### src/hdl/plr_pkg.sv
package plr_pkg;

	localparam int PHASES_DEF = 10;
	localparam int TAPS_DEF   = 12;

	localparam int SAMPLE_W   = 16;
	localparam int COEF_W     = 18;
	localparam int TAP_ADDR_W = 7;
	localparam int STEP_W     = 22;
	localparam int FRAC_W     = 16;

	localparam int RES_MAX = 32767;
	localparam int RES_MIN = -32768;

	// results per sample are capped
	localparam int MAX_OUT   = 4;
	localparam int RUN_CNT_W = $clog2(MAX_OUT + 1);

	localparam logic [STEP_W-1:0] STEP_RESET = 22'd655360;

	localparam logic KIND_SAMPLE = 1'b0;
	localparam logic KIND_TAP    = 1'b1;

	typedef enum logic [2:0] {
		ST_IDLE,
		ST_CHECK,
		ST_RUN,
		ST_DRAIN1,
		ST_DRAIN2,
		ST_MUL,
		ST_SUM,
		ST_OUT
	} state_t;

	typedef struct packed {
		logic coef_wr;
		logic hist_shift;
		logic start;
		logic last_hint;
		logic fetch;
		logic mul;
		logic sum;
		logic emit;
		logic finish;
	} cmd_t;

	typedef struct packed {
		logic time_lt_end;
		logic tap_done;
		logic out_free;
	} status_t;

endpackage

### src/hdl/plr_ctrl.sv
module plr_ctrl (
	input  logic            clk,
	input  logic            arst_n,
	input  logic            item_valid,
	input  logic            kind,
	output logic            item_ready,
	output plr_pkg::cmd_t   cmd,
	input  plr_pkg::status_t status
);
	import plr_pkg::*;

	state_t                 state_q, state_d;
	logic [RUN_CNT_W-1:0]   n_q, n_d;

	always_ff @(posedge clk or negedge arst_n) begin
		if (!arst_n) begin
			state_q <= ST_IDLE;
			n_q     <= '0;
		end else begin
			state_q <= state_d;
			n_q     <= n_d;
		end
	end

	always_comb begin
		state_d    = state_q;
		n_d        = n_q;
		cmd        = '0;
		item_ready = 1'b0;
		case (state_q)
			ST_IDLE: begin
				item_ready = 1'b1;
				if (item_valid) begin
					if (kind == KIND_TAP) begin
						cmd.coef_wr = 1'b1;
					end else begin
						cmd.hist_shift = 1'b1;
						n_d            = '0;
						state_d        = ST_CHECK;
					end
				end
			end
			ST_CHECK: begin
				if (status.time_lt_end && (n_q < RUN_CNT_W'(MAX_OUT))) begin
					cmd.start     = 1'b1;
					cmd.last_hint = (n_q == RUN_CNT_W'(MAX_OUT - 1));
					state_d       = ST_RUN;
				end else begin
					// run over: move time back by one input sample
					cmd.finish = 1'b1;
					state_d    = ST_IDLE;
				end
			end
			ST_RUN: begin
				cmd.fetch = 1'b1;
				if (status.tap_done) begin
					state_d = ST_DRAIN1;
				end
			end
			ST_DRAIN1: begin
				state_d = ST_DRAIN2;
			end
			ST_DRAIN2: begin
				state_d = ST_MUL;
			end
			ST_MUL: begin
				cmd.mul = 1'b1;
				state_d = ST_SUM;
			end
			ST_SUM: begin
				cmd.sum = 1'b1;
				state_d = ST_OUT;
			end
			ST_OUT: begin
				if (status.out_free) begin
					cmd.emit = 1'b1;
					n_d      = n_q + RUN_CNT_W'(1);
					state_d  = ST_CHECK;
				end
			end
			default: begin
				state_d = ST_IDLE;
			end
		endcase
	end

endmodule

### config.mk
export PLATFORM = sky130hd
export DESIGN_NAME = plr_ctrl
export DESIGN_NICKNAME = d
export VERILOG_FILES = /design/src/hdl/plr_pkg.sv /design/src/hdl/plr_ctrl.sv
export SDC_FILE = /design/constraint.sdc
export NUM_CORES = 1
export LEC_CHECK = 0
export BUFFER_PORTS_ARGS = -buffer_cell sky130_fd_sc_hd__buf_2
export CAP_MARGIN = 10
export CORE_AREA = 2 2 39 41
export CTS_CLUSTER_DIAMETER = 60
export DETAILED_ROUTE_END_ITERATION = 7
export DIE_AREA = 0 0 41 43
export MAX_ROUTING_LAYER = met4
export SETUP_SLACK_MARGIN = 0.5
export SLEW_MARGIN = 15
export SYNTH_ARGS = -nofsm -noshare
export SYNTH_HDL_FRONTEND = slang
export SYNTH_SLANG_ARGS = --single-unit
### constraint.sdc
create_clock -name clk -period 1.25 [get_ports clk]
set_input_delay 0.1875 -clock clk [delete_from_list [all_inputs] [get_ports clk]]
set_output_delay 0.1875 -clock clk [all_outputs]
set_load 0.05 [all_outputs]
==> reports/results.tsv, run 1 <==
metric	value	unit
status	complete, but fails checks	
violations	setup timing	
worst-path-max-fanout	2	
cp.arrival	1440	ps
setup_ws	-375.4	ps
antenna_found_initial	0	
initial_core_util	31.28	%
use_met1	15.51	%
firstDrtPassIters	2	
port-buffer-count	16	
maxCapViolCount	0	
synth-compound-area-share	14.16	%
powerDensity	2437	nW/um2
stdcell_count	87	
synth_simple_gate_area_share	29.77	%
hold_viol	0	
grt_pass1_vias	387	
setup_violations	13	
cts_buffers	3	
startpoint_type	flop	
netlist_area	432.9	um2
die_y	43	um
synth_seq_area_share	34.68	%
grt.met3_usage	1.571	%
fin_crit	1625	ps
rsz0062_at_grt	yes	
wirelength	941	um
final_layout_size_suffix_gt1_share	71.83	%
drv_slew	0	
fin_util	57.78	%
ys_ff_latch	6	
busiest_layer	met2	
slew_headroom	83.59	%
drc	0	
cp_data_required_time	1060	ps
irDropWorstVdd	0.001100	V
dp_cells	77	
antennaDiodeCount	0	
grt.total_usage	13.49	%
syn_nets	50	
synth_mux_area_share	2.601	%
hold_path_class	input port to flop	
drt-wirelength-per-cell	10.82	um
cts_tree	built	
grt_max_degree	11	
crit_path_end_kind	output pin	
criticalPathCategory	flop to output pin	
area_growth	84.68	%
p_leak	0.3825	nW
place_congestion	0.6781	
route.vias.total	399	
yosys.cell_types.count	22	
clk_latency	240	ps
grt_pass1_wl	1.511	mm
synth_fa_ha_area_share	5.780	%
fmax	615.2	MHz
final_area	799.5	um2
grt_util_met2	19.38	%
yosysWarnings	0	
pre_cts_slack	-214.4	ps
die_width	41	um
drt-initial-drc-count	1	
postSynthCellCount	41	
placed_area	576.8	um2
pin_count	17	
root_buffer	clkbuf_4	
clockBufferDepth	2	
dieArea	1763	um2
min_period_over_period	130.0	%
htree_levels	1	
tightest_slew	247.8	ps
grt_overflow	0	
core	1384	um2
synth-xor-area-share	0	%
cts.sinks	6	
total_power	1.948	mW
skew	2.374	ps
rows	14	
final_antenna_net_count	0	
cts.clk_slew.worst_paths	50	ps
viasPerCell	4.586	
nets	82	
synth_top_family_by_area	simple AND/OR/NAND/NOR gates	
synth_area_per_cell	10.56	um2
-- cells in the final DEF, fill, tap and decap left out, types with 2 or more instances in the layout --
cell type | synthesis | layout
buf_6 | 4 | 10
a21oi_1 | 3 | 3
buf_8 | 0 | 6
clkbuf_4 | 0 | 3
buf_4 | 0 | 6
nor2_2 | 0 | 2
dfrtp_1 | 6 | 6
a22o_1 | 2 | 2
buf_2 | 0 | 7
nor2_4 | 0 | 2
and3_4 | 0 | 2
inv_1 | 3 | 3
ha_1 | 2 | 2
-- state kept, by name (all words and copies together) (netlist names) --
| register | flops |
|---|---|
| n_q | 3 |
| state_q | 3 |
-- report_power, final --
group,switching [mW],leakage [nW],internal [mW],total (mW)
logic,0.708,0.298,0.716,1.42
registers,0.0513,0.0704,0.293,0.344
clock network,0.0715,0.0138,0.109,0.180
total,0.831,0.383,1.12,1.95
-- logic make-up after synthesis --
kind of cell	after synthesis
and+or+nand+nor	17
AOI/OAI and AO/OA	8
buffers and inverters	7
DFF	6
adders and majority gates	2
muxes	1
-- repair_timing --
| item | in CTS | in global routing |
|---|---|---|
| setup buffers | 4 | 2 |
| cloned | 0 | 0 |
| pin swaps | 6 | 3 |
| setup endpoints to repair | 16 | 16 |
| endpoints found under the hold margin | 6 | 0 |
| resized for setup | 30 | 8 |
| hold buffers | 1 | 0 |
-- final cells by class --
type	instances	area (um2)
inverters	3	11.26
repair buffers	31	312.8
fillers	128	584.3
multi-input cells	28	282.8
well taps	16	20.02
flip-flops and latches	6	150.1
clock buffers	3	22.52
-- stage by stage --
stage,hold slack [ps],TNS [ps]
after detailed placement,18.97,-761.7
final,225.2,-3218
after global routing,244.4,-4111
after global placement,16.46,-761.7
after floorplan,-108.1,-2629
after CTS,225.0,-3103
-- layer usage --
layer  share of wire, %  vias to the layer above
met5                  0                        -
met4                  0                        0
met3                4.1                        0
met2                 56                       12
met1                 40                      184
li1                   -                      203
-- synthesized netlist by cell type --
cell	instances	share of area [%]
a31oi_2	1	2.9
a22o_1	2	4.0
and3b_2	1	2.3
o2bb2ai_1	1	2.0
inv_1	3	2.6
nor3b_1	2	3.5
mux2_2	1	2.6
nand2_1	1	0.87
nor2_1	4	3.5
ha_1	2	5.8
a21oi_1	3	3.5
and2_1	1	1.4
or3b_4	1	2.6
nor3_4	1	3.8
and4_4	1	2.6
nor2b_4	1	3.2
dfrtp_1	6	35
and2b_1	1	1.7
and3_1	2	2.9
buf_6	4	10
nand2b_1	1	1.4
a211oi_1	1	1.7
-- critical path, stage by stage, from the launching register on --
cell and delay (ps):
dfrtp_1 370, or3b_4 420, nor2b_4 120, and2_4 140
buf_8 130
-- worst paths after layout --
path                             from  cells after the start  slack [ps]    endpoint
max in group asynchronous      arst_n                      2         820      n_q[0]
min                         status[1]                      3         230  state_q[0]
max                        state_q[1]                      4        -380      cmd[5]
min reg2reg                    n_q[1]                      1         520      n_q[1]
max reg2reg                state_q[1]                      6        -260      n_q[0]
min in group asynchronous      arst_n                      2         290  state_q[0]
Note: power is estimated with default switching activity, not from simulation.
==> run 2: changes to the inputs <==
--- a/config.mk
+++ b/config.mk
@@ -5,6 +5,7 @@
 export SDC_FILE = /design/constraint.sdc
 export NUM_CORES = 1
 export LEC_CHECK = 0
+export ABC_AREA = 1
 export BUFFER_PORTS_ARGS = -buffer_cell sky130_fd_sc_hd__buf_2
 export CAP_MARGIN = 10
 export CORE_AREA = 2 2 39 41
==> run 2 against run 1 <==
The flow still finishes with violations (setup timing). Cell area increased by 20%. Die area is the same. Clock-buffer cell count rose by 1. First-iteration DRC count increased to 4.0 times the previous value. Sequential share of layout area decreased by 2.7 points. Critical path depth stayed put. Non-clock buffer count is 6 higher. Register-to-register slack better by 140 ps.
==> reports/results.tsv, run 2 <==
metric	value	unit	change
status	complete, but fails checks		
violations	setup timing		
irDropWorstVdd	0.001097	V	-0.33%
grt_util_met2	25.94	%	+6.6 points
r2r_start	state_q[0]		
p_leak	0.4571	nW	+20%
grt_overflow	0		unchanged
stdcell_count	113		+30%
tightest_slew	247.4	ps	-0.4257 ps
top_regs	n_q (3), state_q (3)		
drv_slew	0		unchanged
synth-xor-area-share	0	%	unchanged
drc	0		unchanged
setup_violations	15		+2
total_power	2.213	mW	+14%
yosysMostFrequentCell	nand2_1		
htree_levels	1		unchanged
grt_max_degree	9		-2
p_clk_share	9.2	%	about the same
ys_dominant_reg_cell	dfrtp_1		
cp.arrival	1260	ps	-180 ps
synth_top_family_by_area	simple AND/OR/NAND/NOR gates		
startpoint_type	flop		
clockBufferDepth	2		unchanged
fin_crit	1447	ps	-178.3 ps
final_common_cell	buf_6		
postSynthCellCount	56		+37%
yosys.cell_types.count	17		-23%
async_reset_ff_share	100.0	%	unchanged
pwr-share-seq	18.0	%	+0.3 points
min_period_over_period	115.8	%	-14 points
die_width	41	um	unchanged
cts.clk_slew.worst_paths	60	ps	about the same
synth_simple_gate_area_share	38.27	%	+8.5 points
drt-initial-drc-count	4		+3
die_y	43	um	unchanged
final_layout_size_suffix_gt1_share	75.26	%	+3.4 points
layout_common_cells	buf_6, buf_4, buf_2		
cp_data_required_time	1060	ps	about the same
r2r_slack	-120	ps	+140 ps
clk_latency	260	ps	+20 ps
setup_ws	-197.1	ps	+178.3 ps
antennaDiodeCount	0		unchanged
rows	14		unchanged
r2r_cells	8		+2
synth.largest_area_cell	dfrtp_1		
synth_mux_area_share	0	%	-2.6 points
place_congestion	0.7141		+5.3%
viasPerCell	4.611		+0.53%
netlist_area	405.4	um2	-6.4%
cts.sinks	6		unchanged
yosys-top-cells-count	nand2_1, inv_1, nor2_1		
fin_util	69.17	%	+11 points
criticalPathCategory	flop to output pin		
power_frac_comb	72.8	%	-0.3 points
cts_tree	built		
synth_area_per_cell	7.239	um2	-31%
slew_headroom	83.62	%	about the same
syn_nets	65		+30%
dp_cells	102		+32%
synth_edf_count	0		unchanged
hold_ws	307.1	ps	+81.88 ps
grt.total_usage	16.99	%	+3.5 points
hold_viol	0		unchanged
nets	107		+30%
ys_ff_latch	6		unchanged
use_met1	18.75	%	+3.2 points
root_buffer	clkbuf_4		
setup_tns	-2129	ps	+1089 ps
hpwl	783	um	
powerDensity	2312	nW/um2	-5.1%
core	1384	um2	unchanged
final_antenna_net_count	0		unchanged
rsz0062_at_grt	yes		
rr_endpoint	n_q[0]		
p_sw	1.075	mW	+29%
synth-compound-area-share	8.025	%	-6.1 points
p_int	1.138	mW	+1.9%
maxCapViolCount	0		unchanged
drt-wirelength-per-cell	11.87	um	+9.7%
dieArea	1763	um2	unchanged
firstDrtPassIters	4		+2
fmax	691.0	MHz	+12%
synth_top_area_share	37.04	%	+2.4 points
area_growth	136.1	%	
wirelength	1.341	mm	+43%
yosysWarnings	0		unchanged
grt_pass1_vias	485		+25%
port-buffer-count	16		unchanged
antenna_found_initial	0		unchanged
route.vias.total	521		+31%
grt_pass1_wl	1.897	mm	+26%
cts_buffers	3		unchanged
busiest_layer	met2		
grt.met3_usage	2.094	%	+0.52 points
pin_count	17		unchanged
synth_area_leaders	dfrtp_1, nand2_1, inv_1, nor2_1, ha_1		
crit_path_end_kind	output pin		
synth_seq_area_share	37.04	%	+2.4 points
initial_core_util	29.29	%	-2.0 points
switching_share	48.56	%	+5.9 points
skew	12.21	ps	+9.838 ps
hold_path_class	input port to asynchronous set/reset pin		
synth_fa_ha_area_share	6.173	%	+0.39 points
worst-path-max-fanout	4		+2
run 2: cell types whose count changed in the layout (fill, tap and decap cells not counted), moves of 3 or more:
cell	change
buf_4	+5
nor2_4	+4
nand2_1	+5
nand2_4	+3
inv_1	+3
dfrtp_2	+3
nand2_2	+4
dfrtp_1	-3
buf_6	+3
nand3_2	+4
run 2: layer usage:
layer | vias to the layer above | share of wire (%)
met2 | 17 | 54
met4 | 0 | 4.3
li1 | 261 | -
met1 | 235 | 37
met3 | 8 | 4.7
met5 | - | 0
run 2: repair_timing:
| action | in CTS | in global routing |
|---|---|---|
| setup buffers | 4 | 2 |
| hold buffers | 1 | 0 |
| resized for setup | 40 | 15 |
| setup endpoints to repair | 16 | 16 |
| pin swaps | 5 | 3 |
| hold endpoints to repair | 6 | 0 |
run 2: worst max path at each step:
| stage | cells after the start | endpoint | slack (ps) | startpoint |
|---|---|---|---|---|
| 4_1_cts | 5 | cmd[7] | -190 | state_q[0] |
| 6_report | 4 | cmd[5] | -200 | state_q[1] |
| 3_5_place_dp | 4 | cmd[5] | -90 | state_q[2] |
| 3_3_place_gp | 4 | cmd[6] | -80 | state_q[1] |
| 2_1_floorplan | 3 | cmd[7] | -270 | state_q[1] |
| 5_1_grt | 5 | cmd[7] | -280 | state_q[0] |
run 2: kinds of logic (layout without fill, tap and decap cells):
| logic type | count (synthesis) | after routing |
|---|---|---|
| buffers and inverters | 11 | 52 |
| adder cells (fa/ha/maj) | 2 | 2 |
| AND/OR/NAND/NOR | 31 | 31 |
| flip-flops | 6 | 6 |
| AO/OA/AOI/OAI | 6 | 6 |
run 2: final cells by class:
cell class,instances,area [um2]
timing repair buffer,37,349.1
tap,16,20.02
sequential,6,153.9
clock buffer,4,26.28
fill,104,426.7
multi-input combinational,39,349.1
inverter,11,58.81
run 2: metrics by stage:
stage / cell area, um2 / worst slack [ps]
floorplan: 473.0 / -272.1
global placement: 678.2 / -79.78
detailed placement: 678.2 / -94.48
CTS: 875.8 / -192.9
global route: 957.2 / -277.1
finish: 957.2 / -197.1
run 2: worst max-delay path, stage by stage, from the launching register on:
cell and delay (ps):
dfrtp_2 450, nor2_2 190, nand2_4 100, nor2_4 110, buf_8 150
run 2: power by group through the flow:
stage	clock, mW	combinational [mW]	sequential (mW)
after floorplan	0	0.703	0.393
after global placement	0	1.12	0.367
after detailed placement	0	1.12	0.370
after CTS	0.210	1.46	0.385
after global routing	0.228	1.73	0.407
final	0.203	1.61	0.399
